`src/sv/onf_pkg.sv`:
```
// Types and constants of the online normalization forward core.
package onf_pkg;

   typedef logic [3:0] op_type;
   localparam op_type OP_NONE      = 4'd0;
   localparam op_type OP_ACCEPT    = 4'd1;
   localparam op_type OP_LATCH     = 4'd2;
   localparam op_type OP_SQRT_INIT = 4'd3;
   localparam op_type OP_SQRT_STEP = 4'd4;
   localparam op_type OP_SQRT_FIN  = 4'd5;
   localparam op_type OP_DIV_INIT  = 4'd6;
   localparam op_type OP_DIV_STEP  = 4'd7;
   localparam op_type OP_DIV_FIN   = 4'd8;
   localparam op_type OP_MUL_INIT  = 4'd9;
   localparam op_type OP_MUL_STEP  = 4'd10;
   localparam op_type OP_MUL_FIN   = 4'd11;
   localparam op_type OP_WRITE     = 4'd12;
   localparam op_type OP_OUT       = 4'd13;

   // Which division or multiplication the shared units work on.
   typedef logic [3:0] sel_type;
   localparam sel_type SEL_NORM  = 4'd0;  // (x - mean) / scale
   localparam sel_type SEL_MEAN  = 4'd1;  // sum * 256 / D
   localparam sel_type SEL_SQD   = 4'd2;  // sumsq / D
   localparam sel_type SEL_SMSQ  = 4'd3;  // smean^2
   localparam sel_type SEL_D2    = 4'd4;  // diff^2
   localparam sel_type SEL_DA    = 4'd5;  // diff^2 * a
   localparam sel_type SEL_TOMA  = 4'd6;  // (...) * (1-a)
   localparam sel_type SEL_VA    = 4'd7;  // var * a
   localparam sel_type SEL_SVOMA = 4'd8;  // svar * (1-a)
   localparam sel_type SEL_MDOMA = 4'd9;  // |diff| * (1-a)

   typedef logic [1:0] csr_idx_type;
   localparam csr_idx_type CSR_ELEMENTS = 2'd0;
   localparam csr_idx_type CSR_DECAY    = 2'd1;
   localparam csr_idx_type CSR_EPSILON  = 2'd2;

   localparam logic [5:0] SQRT_STEPS = 6'd25;
   localparam logic [5:0] DIV_STEPS  = 6'd48;
   localparam logic [5:0] MUL_STEPS  = 6'd33;

   localparam logic [31:0] RESET_VAR = 32'h0001_0000;

   typedef struct packed {
      op_type  op;
      sel_type sel;
   } cmd_type;

   typedef struct packed {
      logic is_load;
      logic count_zero;
      logic closing;
      logic out_free;
   } status_type;

   // Per-channel record held in the state memory.
   typedef struct packed {
      logic signed [31:0] mean;
      logic [31:0]        var_q;
      logic [31:0]        scale;
      logic signed [32:0] sum;
      logic [47:0]        sq;
      logic [15:0]        count;
   } rec_type;

endpackage

```
`src/sv/onf_ctrl.sv`:
```
// Controller state machine: sequences the shared sqrt, divide and multiply units.
module onf_ctrl import onf_pkg::*; (
   input  logic       clock,
   input  logic       reset,
   input  logic       req_valid,
   input  status_type status,
   output logic       req_stall,
   output cmd_type    cmd
);
   localparam logic [3:0] S_IDLE    = 4'd0;
   localparam logic [3:0] S_READ    = 4'd1;
   localparam logic [3:0] S_DISP    = 4'd2;
   localparam logic [3:0] S_SQ_INIT = 4'd3;
   localparam logic [3:0] S_SQ_STEP = 4'd4;
   localparam logic [3:0] S_SQ_FIN  = 4'd5;
   localparam logic [3:0] S_DV_INIT = 4'd6;
   localparam logic [3:0] S_DV_STEP = 4'd7;
   localparam logic [3:0] S_DV_FIN  = 4'd8;
   localparam logic [3:0] S_ML_INIT = 4'd9;
   localparam logic [3:0] S_ML_STEP = 4'd10;
   localparam logic [3:0] S_ML_FIN  = 4'd11;
   localparam logic [3:0] S_WRITE   = 4'd12;
   localparam logic [3:0] S_OUT     = 4'd13;

   logic [3:0] state_ff, state_in;
   sel_type    sel_ff, sel_in;
   logic [5:0] cnt_ff, cnt_in;

   always_comb begin
      state_in = state_ff;
      sel_in   = sel_ff;
      cnt_in   = cnt_ff;
      cmd.op   = OP_NONE;
      cmd.sel  = sel_ff;
      unique case (state_ff)
         S_IDLE: begin
            if (req_valid) begin
               cmd.op   = OP_ACCEPT;
               state_in = S_READ;
            end
         end
         S_READ: begin
            cmd.op   = OP_LATCH;
            state_in = S_DISP;
         end
         S_DISP: begin
            if (status.is_load) begin
               state_in = S_WRITE;
            end else if (status.count_zero) begin
               state_in = S_SQ_INIT;
            end else begin
               sel_in   = SEL_NORM;
               state_in = S_DV_INIT;
            end
         end
         S_SQ_INIT: begin
            cmd.op   = OP_SQRT_INIT;
            cnt_in   = SQRT_STEPS - 6'd1;
            state_in = S_SQ_STEP;
         end
         S_SQ_STEP: begin
            cmd.op = OP_SQRT_STEP;
            if (cnt_ff == 6'd0) begin
               state_in = S_SQ_FIN;
            end else begin
               cnt_in = cnt_ff - 6'd1;
            end
         end
         S_SQ_FIN: begin
            cmd.op   = OP_SQRT_FIN;
            sel_in   = SEL_NORM;
            state_in = S_DV_INIT;
         end
         S_DV_INIT: begin
            cmd.op   = OP_DIV_INIT;
            cnt_in   = DIV_STEPS - 6'd1;
            state_in = S_DV_STEP;
         end
         S_DV_STEP: begin
            cmd.op = OP_DIV_STEP;
            if (cnt_ff == 6'd0) begin
               state_in = S_DV_FIN;
            end else begin
               cnt_in = cnt_ff - 6'd1;
            end
         end
         S_DV_FIN: begin
            cmd.op = OP_DIV_FIN;
            if (sel_ff == SEL_NORM) begin
               if (status.closing) begin
                  sel_in   = SEL_MEAN;
                  state_in = S_DV_INIT;
               end else begin
                  state_in = S_WRITE;
               end
            end else if (sel_ff == SEL_MEAN) begin
               sel_in   = SEL_SQD;
               state_in = S_DV_INIT;
            end else begin
               sel_in   = SEL_SMSQ;
               state_in = S_ML_INIT;
            end
         end
         S_ML_INIT: begin
            cmd.op   = OP_MUL_INIT;
            cnt_in   = MUL_STEPS - 6'd1;
            state_in = S_ML_STEP;
         end
         S_ML_STEP: begin
            cmd.op = OP_MUL_STEP;
            if (cnt_ff == 6'd0) begin
               state_in = S_ML_FIN;
            end else begin
               cnt_in = cnt_ff - 6'd1;
            end
         end
         S_ML_FIN: begin
            cmd.op = OP_MUL_FIN;
            if (sel_ff == SEL_MDOMA) begin
               state_in = S_WRITE;
            end else begin
               sel_in   = sel_ff + 4'd1;
               state_in = S_ML_INIT;
            end
         end
         S_WRITE: begin
            cmd.op   = OP_WRITE;
            state_in = S_OUT;
         end
         S_OUT: begin
            if (status.out_free) begin
               cmd.op   = OP_OUT;
               state_in = S_IDLE;
            end
         end
         default: begin
            state_in = S_IDLE;
         end
      endcase
   end

   assign req_stall = (state_ff != S_IDLE);

   always_ff @(posedge clock) begin
      if (reset) begin
         state_ff <= S_IDLE;
         sel_ff   <= SEL_NORM;
         cnt_ff   <= 6'd0;
      end else begin
         state_ff <= state_in;
         sel_ff   <= sel_in;
         cnt_ff   <= cnt_in;
      end
   end
endmodule

```
`config.mk`:
```
export PLATFORM = sky130hd
export DESIGN_NAME = onf_ctrl
export DESIGN_NICKNAME = d
export VERILOG_FILES = /design/src/sv/onf_pkg.sv /design/src/sv/onf_ctrl.sv
export SDC_FILE = /design/constraint.sdc
export NUM_CORES = 1
export LEC_CHECK = 0
export BUFFER_PORTS_ARGS = -buffer_cell sky130_fd_sc_hd__buf_2
export CORE_ASPECT_RATIO = 1.75
export CORE_MARGIN = 1
export CORE_UTILIZATION = 40
export CTS_CLUSTER_DIAMETER = 50
export DETAILED_ROUTE_END_ITERATION = 12
export MAX_ROUTING_LAYER = met4
export PLACE_DENSITY = 0.58
export SYNTH_ARGS = -nofsm -noshare
export SYNTH_HDL_FRONTEND = slang
export SYNTH_SLANG_ARGS = --single-unit
export TNS_END_PERCENT = 30
```
`constraint.sdc`:
```
create_clock -name clock -period 3.8 [get_ports clock]
set_clock_uncertainty 0.15 [all_clocks]
set_input_delay 0 -clock clock [delete_from_list [all_inputs] [get_ports clock]]
set_output_delay 0 -clock clock [all_outputs]
set_load 0.01 [all_outputs]
```
* Word level (Yosys, flattened, before mapping) *
Index checks and enable logic that the tools add are counted.
W data, S select, Z words.

operators by class
  add/subtract/negate cells = 2
  multipliers = 0
  div/mod/pow operators = 0
  $lt $le $gt $ge = 0
  eq/ne operators = 25
  shift-type cells = 0
  multiplexer cells = 24
  bitwise logic cells = 0
  reductions and logical operators = 10

operator list
  cell                   number
  $mux W4                15
  $pmux W4 S14           1
  $pmux W4 S13           1
  $eq A4 B4 Y1 const B   7
  $pmux W6 S4            1
  $ne A2 B2 Y1 const B   9
  $eq A4 B3 Y1 const B   4
  $pmux W4 S4            1
  $reduce_bool A4 Y1     3
  $reduce_and A5 Y1      2
  $eq A4 B1 Y1 const B   2
  $eq A4 B2 Y1 const B   2
  $logic_not A4 Y1       2
  $logic_not A6 Y1       1
  $mux W3                2
  $mux W6                1
  $sub A6 B1 Y6 const B  1
  $add A4 B1 Y4 const B  1
  $ne A3 B3 Y1 const B   1
  $reduce_or A3 Y1       1
  $mux W1                2
  $reduce_and A2 Y1      1

word-level totals
  register bits = 14
  bits in latches = 0
  RAM bits = 0
  bits in read-only memories = 0
  input port bits = 7
  logic and storage cells = 64
  memories kept = 0

* Logic depth before layout (Yosys ltp) *
Gate-level depths: netlist of run 1.

  word-level depth = 4
  depth in mapped cells = 7

* Worst setup path before layout of run 1 *
Ideal clock, no wire load.

  kind = register to register
  start = reg sel_ff[0]
  end = reg sel_ff[0]
  library setup time = 132 ps
  arrival = 1615 ps
  required time = 3518 ps
  path slack = 1902 ps
  cell stages (with the launch flop) = 8
  buffers on the path = 0
  period minus slack after synthesis = 1898 ps
  cells stage by stage = dfxtp_1 inv_1 ha_1 inv_1 o32ai_4 a22o_1 a2111oi_0 nor3_2

on the way
  word-level cells in the longest chain between the ends = 4
  elaborated cells between the ends (all ways) = 11

ends and longest elaborated chain
  element                                                line             RTL
  start: declaration                                     onf_ctrl.sv:26   sel_type sel_ff, sel_in;
  start signal: assignment                               onf_ctrl.sv:151  sel_ff <= sel_in;
  branches (longest 4 deep; another with $add A4 B1 Y4)  n/a

Parallel ways; which one is timed is not known. The select of a mux whose other input is x is not followed.
A chain may end at the register's enable or synchronous reset.

* Worst setup path in the final report of run 1 *
  start = reg state_ff[0]
  end = reg cnt_ff[4]

on the way
  word-level cells in the longest chain between the ends = 4
  elaborated cells between the ends (all ways) = 11

ends and longest elaborated chain
  element                                                       line             RTL
  start: declaration                                            onf_ctrl.sv:25   logic [3:0] state_ff, state_in;
  start signal: assignment                                      onf_ctrl.sv:150  state_ff <= state_in;
  $eq A4 B4 Y1 or $eq A4 B3 Y1 (tied branches)                  onf_ctrl.sv:35   unique case (state_ff)
  $reduce_or A3 Y1 (no line)                                    n/a
  $ne A2 B2 Y1 (no line) or $reduce_bool A4 Y1 (tied branches)  n/a
  $reduce_and A2 Y1 (no line)                                   n/a
  end signal: assignment                                        onf_ctrl.sv:152  cnt_ff <= cnt_in;
  end: declaration                                              onf_ctrl.sv:27   logic [5:0] cnt_ff, cnt_in;

Parallel ways exist; a longest one is shown, timed or not.

==> results of run 1 <==
==> per-layer routing <==
layer / wire length, um / up-vias / track usage
met3: 60 / 6 / 0.0271
li1: - / 703 / -
met4: 55 / 0 / 0.0794
met2: 2060 / 23 / 0.399
met1: 1440 / 672 / 0.231
met5: 0 / - / -
==> per-stage QoR <==
step | cells | total power [mW] | worst slack (ns) | utilization | cell area [um^2]
after floorplan | 179 | 0.785 | 1.90 | - | 1390
after global placement | 229 | 0.929 | 1.33 | 0.438 | 1470
after detailed placement | 229 | 0.932 | 1.29 | 0.438 | 1470
after CTS | 234 | 1.08 | 1.25 | 0.458 | 1540
after global routing | 234 | 1.18 | 0.970 | 0.458 | 1540
final | 234 | 1.08 | 1.18 | 0.458 | 1540
==> cell type report <==
type	count	area share
inverters	9	0.0220
multi-input cells	145	0.663
clock buffers	4	0.0358
well taps	45	0.0366
flip-flops and latches	14	0.182
repair buffers	17	0.0602
==> power by group <==
group,total (mW),leakage [nW],switching (mW),internal (mW)
Sequential,0.263,0.114,0.0779,0.185
Combinational,0.675,0.417,0.397,0.278
Clock,0.142,0.0288,0.0505,0.0916
Total,1.08,0.559,0.525,0.554
==> state kept, by name, indices dropped and copies added (netlist names) <==
register / flops
cnt_ff: 6
sel_ff: 4
state_ff: 4
==> how the worst max path moves through the flow <==
stage | startpoint | end
finish | state_ff[0] | cnt_ff[4]
global route | state_ff[0] | state_ff[3]
floorplan | sel_ff[0] | sel_ff[0]
detailed placement | state_ff[0] | cnt_ff[4]
global placement | state_ff[0] | state_ff[2]
CTS | state_ff[0] | cnt_ff[4]
==> critical path, delay by kind of cell, from the launching register on <==
| kind | cells | cell delay, ns |
|---|---|---|
| AOI/OAI and AO/OA | 3 | 1.10 |
| DFF | 1 | 0.78 |
| and+or+nand+nor | 2 | 0.51 |
==> logic make-up after synthesis <==
family / count (synthesis)
buffers and inverters: 20
AOI/OAI and AO/OA: 69
DFF: 14
and+or+nand+nor: 66
adders and majority gates: 5
xor gates and xnor gates: 3
muxes: 2
==> Yosys cell counts (all sizes together), types with 3 or more instances <==
cell	instances	area (um^2)
ha	5	62.6
clkbuf	3	11.3
nor3	8	55.1
a31oi	7	43.8
nor2b	5	31.3
a21oi	17	85.1
nand3	4	20.0
nor2	19	73.8
a211oi	3	22.5
dfxtp	14	280
o21ai	11	55.1
a32oi	3	26.3
buf	8	42.5
inv	9	33.8
nor3b	3	22.5
nand2	8	30.0
and2	3	18.8
a22oi	6	50.1
==> results by group, run 1 <==
Clocking
  • Post-CTS sizing: 0
  • CTS HTree Levels: 1
  • CTS tree: yes
  • Cts bufs inserted: 3
  • Clk pin slew, worst setup/hold paths: 0.06 ns
  • # hold bufs at CTS: 1
  • CTS max path bufs: 2
  • Post-CTS setup buffers: 0
  • Root Driver: clkbuf_8
  • Clk_lat worst skew: 0.24 ns
  • Clock sink count: 14

STA
  • Final Hold Vio Count: 0
  • Relative slew slack: 0.456
  • Tmin final: 2.62 ns
  • Tcrit/Tclk final: 0.691
  • Worst hold slack: 0.0953 ns
  • Setup TNS: 0 ns
  • Unrepaired setup endpoints after global routing: false
  • Max Freq: 0.381 GHz
  • Slew @ Worst Pin: 0.815 ns
  • Final setup vio count: 0
  • Slew Limit Fails: 0

Layout
  • Nets: 202
  • Most common cell after layout, fill and taps aside: nor2_1
  • Fillers: 348
  • Multi-input gate area: 1020 um^2
  • Reg area: 280 um^2
  • Layout cells sized above 1: 0.185
  • ANT cells: 0
  • Area Overhead vs Synth: 10.8%
  • Most frequent cells in the layout: 18 x nor2_1, 17 x a21oi_1, 15 x buf_2

Hold path
  • Min-Delay Endpoint: state_ff[1]
  • Hold path cells: 4
  • Worst hold-check path type: primary input to flip-flop
  • HP Start: status[3]

Setup path
  • Critical Path Fanout Max: 23
  • Slowest cell delay on critical path: 0.78 ns
  • FF-to-FF End: cnt_ff[4]
  • Critical path launch point type: flip-flop
  • Reg-to-Reg Start: state_ff[0]
  • Critical path capture point type: flip-flop
  • Path depth of the worst reg2reg path: 5
  • Worst setup path class: flip-flop to flip-flop
  • Slowest cell on crit path: dfxtp_1
  • Critical Path RT: 3.82 ns
  • Crit path DAT: 2.64 ns
  • Critical-path cell list: nor2_1 > a22oi_1 > o21ai_0 > o31a_1 > nor3_1
  • R2r setup slk: 1.18 ns

Run status
  • Run status: complete, no violations

Routing
  • Vias per cell: 6.00
  • DR WL/cell: 15.5 um
  • DR pass1 iterations: 4
  • DRC violations left: 0
  • Final wirelength: 3620 um
  • Total number of vias: 1404
  • DRT antenna net count: 0
  • Initial DRC count: 60

Die
  • Chip Height: 80.0 um
  • Die ar.: 3720 um^2
  • Num rows: 28
  • Die X: 46.5 um
  • Core Footprint: 3360 um^2
  • Ports: 16
  • Initial core utilization: 0.413

Synthesis
  • Synthesized area: 1390 um^2
  • Unique cell type count in the Yosys netlist: 56
  • Largest family of logic cells by synthesized area: compound AO/OA/AOI/OAI gates
  • Syn Area/Cell: 7.76 um^2
  • Compound-cell area share of the yosys netlist: 0.361
  • Simple-gate portion of the synthesized area: 0.286
  • Yosys warning count: 0
  • Main synth FF type: dfxtp_1
  • Multiplexer share of the synthesized area: 0.0243
  • Adder-cell share of the synthesized area: 0.0450
  • Post-synth EDFFs: 0
  • Syn Nets: 191
  • Synth async-reset ratio: 0
  • Flop and latch count out of synthesis: 14
  • Register area share after synthesis: 0.202
  • Synth Area in XOR/XNOR: 0.0189
  • Cells after synthesis: 179

Power
  • Worst VDD drop: 0.587 mV
  • Leak: 0.559 nW
  • P per Cell Area: 701 nW/um^2

GRT
  • Global-route wire length before repair: 6000 um
  • Vias in the first global route: 1303
  • GR Util All Layers: 0.222
  • Initial antenna violation count: 0
  • Largest net degree at the start of global routing: 27
  • Overflow after GRT: 0

Job
  • Maxcap violations: 0

Place
  • HPWL Detailed: 2790 um
  • RePlAce Congestion: 0.854
  • Port-buffer cells: 15
Note: power is estimated with default switching activity, not from simulation.
==> run 2: changes to the inputs <==
Settings changed: PLACE_DENSITY 0.58 to 0.6.
Clock period 3.8 ns to 2.1 ns, I/O delays scaled along.
==> results by group, run 2 (synthesis results as in run 1) <==
Die
  • Core Footprint: 3360 um^2 (unchanged)
  • Num rows: 28 (unchanged)
  • Chip Height: 80.0 um (unchanged)
  • Die ar.: 3720 um^2 (unchanged)
  • Initial core utilization: 0.413 (unchanged)
  • Ports: 16 (unchanged)
  • Die X: 46.5 um (unchanged)

Routing
  • DRT antenna net count: 0 (unchanged)
  • DRC violations left: 0 (unchanged)
  • DR pass1 iterations: 4 (unchanged)
  • Final wirelength: 4320 um (+19%)
  • Initial DRC count: 38 (-37%)
  • Total number of vias: 1523 (+8.5%)
  • DR WL/cell: 17.4 um (+13%)
  • Vias per cell: 6.14 (+2.4%)

Power
  • P per Cell Area: 1300 nW/um^2 (+85%)
  • Power consumption: 2.16 mW (+100%)
  • Leak: 0.640 nW (+15%)
  • Worst VDD drop: 0.643 mV (+9.5%)

STA
  • Final Hold Vio Count: 0 (unchanged)
  • Tcrit/Tclk final: 0.939 (+0.249)
  • Slew @ Worst Pin: 0.546 ns (-0.268 ns)
  • Setup TNS: 0 ns (unchanged)
  • Max Freq: 0.507 GHz (+33%)
  • Slew Limit Fails: 0 (unchanged)
  • Relative slew slack: 0.636 (+0.180)
  • Unrepaired setup endpoints after global routing: false
  • Tmin final: 1.97 ns (-0.652 ns)
  • Worst hold slack: 0.111 ns (+0.0158 ns)
  • Final setup vio count: 0 (unchanged)

GRT
  • GR Util All Layers: 0.259 (+0.0375)
  • Overflow after GRT: 0 (unchanged)
  • Global-route wire length before repair: 6720 um (+12%)
  • Largest net degree at the start of global routing: 20 (-26%)
  • Initial antenna violation count: 0 (unchanged)
  • Vias in the first global route: 1465 (+12%)

Setup path
  • Worst setup endpoint: cnt_ff[2]
  • Critical Path Fanout Max: 10 (-57%)
  • Critical path launch point type: flip-flop
  • Critical path capture point type: flip-flop
  • Crit path DAT: 1.99 ns (-0.65 ns)
  • Worst setup path class: flip-flop to flip-flop
  • R2r setup slk: 0.13 ns (-1.05 ns)
  • FF-to-FF End: cnt_ff[2]
  • Critical Path Source: state_ff[1]
  • Reg-to-Reg Start: state_ff[1]
  • Path depth of the worst reg2reg path: 7 (+2)
  • Critical Path RT: 2.12 ns (-1.70 ns)

Run status
  • Run status: complete, no violations

Layout
  • Nets: 216 (+6.9%)
  • ANT cells: 0 (unchanged)
  • Most common cell after layout, fill and taps aside: nor2_1
  • Biggest register: cnt_ff
  • Finished Core Util: 0.496 (+0.0379)
  • Most frequent cells in the layout: 18 x nor2_1, 17 x a21oi_1, 15 x buf_2, 15 x buf_4, 12 x dfxtp_1
  • Max FFs per register: 6 (unchanged)
  • Largest registers: cnt_ff: 6 flops, sel_ff: 4 flops, state_ff: 4 flops
  • Layout cells sized above 1: 0.271 (+0.0858)
  • Area Overhead vs Synth: 20.0%

Place
  • Port-buffer cells: 15 (unchanged)
  • RePlAce Congestion: 0.873 (+2.1%)
  • HPWL Detailed: 3380 um (+21%)

Clocking
  • Post-CTS setup buffers: 0 (unchanged)
  • CTS tree: yes
  • CTS HTree Levels: 1 (unchanged)
  • Clock sink count: 14 (unchanged)
  • Cts bufs inserted: 3 (unchanged)
  • Root Driver: clkbuf_8
  • Clk_lat worst skew: 0.25 ns (about the same)
  • CTS max path bufs: 2 (unchanged)
  • Clk pin slew, worst setup/hold paths: 0.06 ns (about the same)

Job
  • Maxcap violations: 0 (unchanged)

Hold path
  • Hold path cells: 4 (unchanged)
  • Worst hold-check path type: primary input to flip-flop
[run 2: changes by cell type in the layout (fill, tap and decap cells not counted), sizes merged]
cell,previous run,this run
buf,16,30
[run 2: layout make-up]
type,instances,area (um^2)
multi-input combinational,145,1040
tap,45,56.3
inverter,9,33.8
fill,348,1700
sequential,14,283
timing repair buffer,31,198
clock buffer,4,55.1
[run 2: report_power, final]
| group | internal, mW | leakage [nW] | switching, mW |
|---|---|---|---|
| Combinational | 0.608 | 0.497 | 0.846 |
| Clock | 0.167 | 0.0288 | 0.110 |
| Sequential | 0.336 | 0.115 | 0.0964 |
[run 2: layer usage]
layer	GRT usage	wire length, um
met5	-	0
met2	0.490	2520
met4	0.141	150
met1	0.229	1570
met3	0.0226	79
[run 2: worst min-delay path by stage]
stage | startpoint | to
floorplan | reset | cnt_ff[3]
global placement | req_valid | cmd[4]
detailed placement | req_valid | cmd[4]
CTS | status[3] | state_ff[1]
global route | status[3] | state_ff[1]
finish | status[3] | state_ff[1]
[run 2: worst max-delay path, stage by stage, from the launching register on]
cell	delay, ns
dfxtp_2	0.43
buf_4	0.23
buf_4	0.15
inv_1	0.10
a31oi_1	0.25
o21a_1	0.24
nor2_1	0.09
o32ai_1	0.25
[run 2: what timing repair did]
item	CTS	global route
hold buffers	1	0
endpoints found under the hold margin	11	0
gates resized for setup	0	7
endpoints found under the setup margin	0	9
[run 2: through the flow]
| step | cell area [um^2] | setup WS, ns | std cells |
|---|---|---|---|
| finish | 1670 | 0.128 | 248 |
| global route | 1670 | 0.0173 | 248 |
| CTS | 1640 | 0.0740 | 248 |
| detailed placement | 1580 | 0.0748 | 243 |
| global placement | 1580 | 0.104 | 243 |
| floorplan | 1390 | 0.202 | 179 |
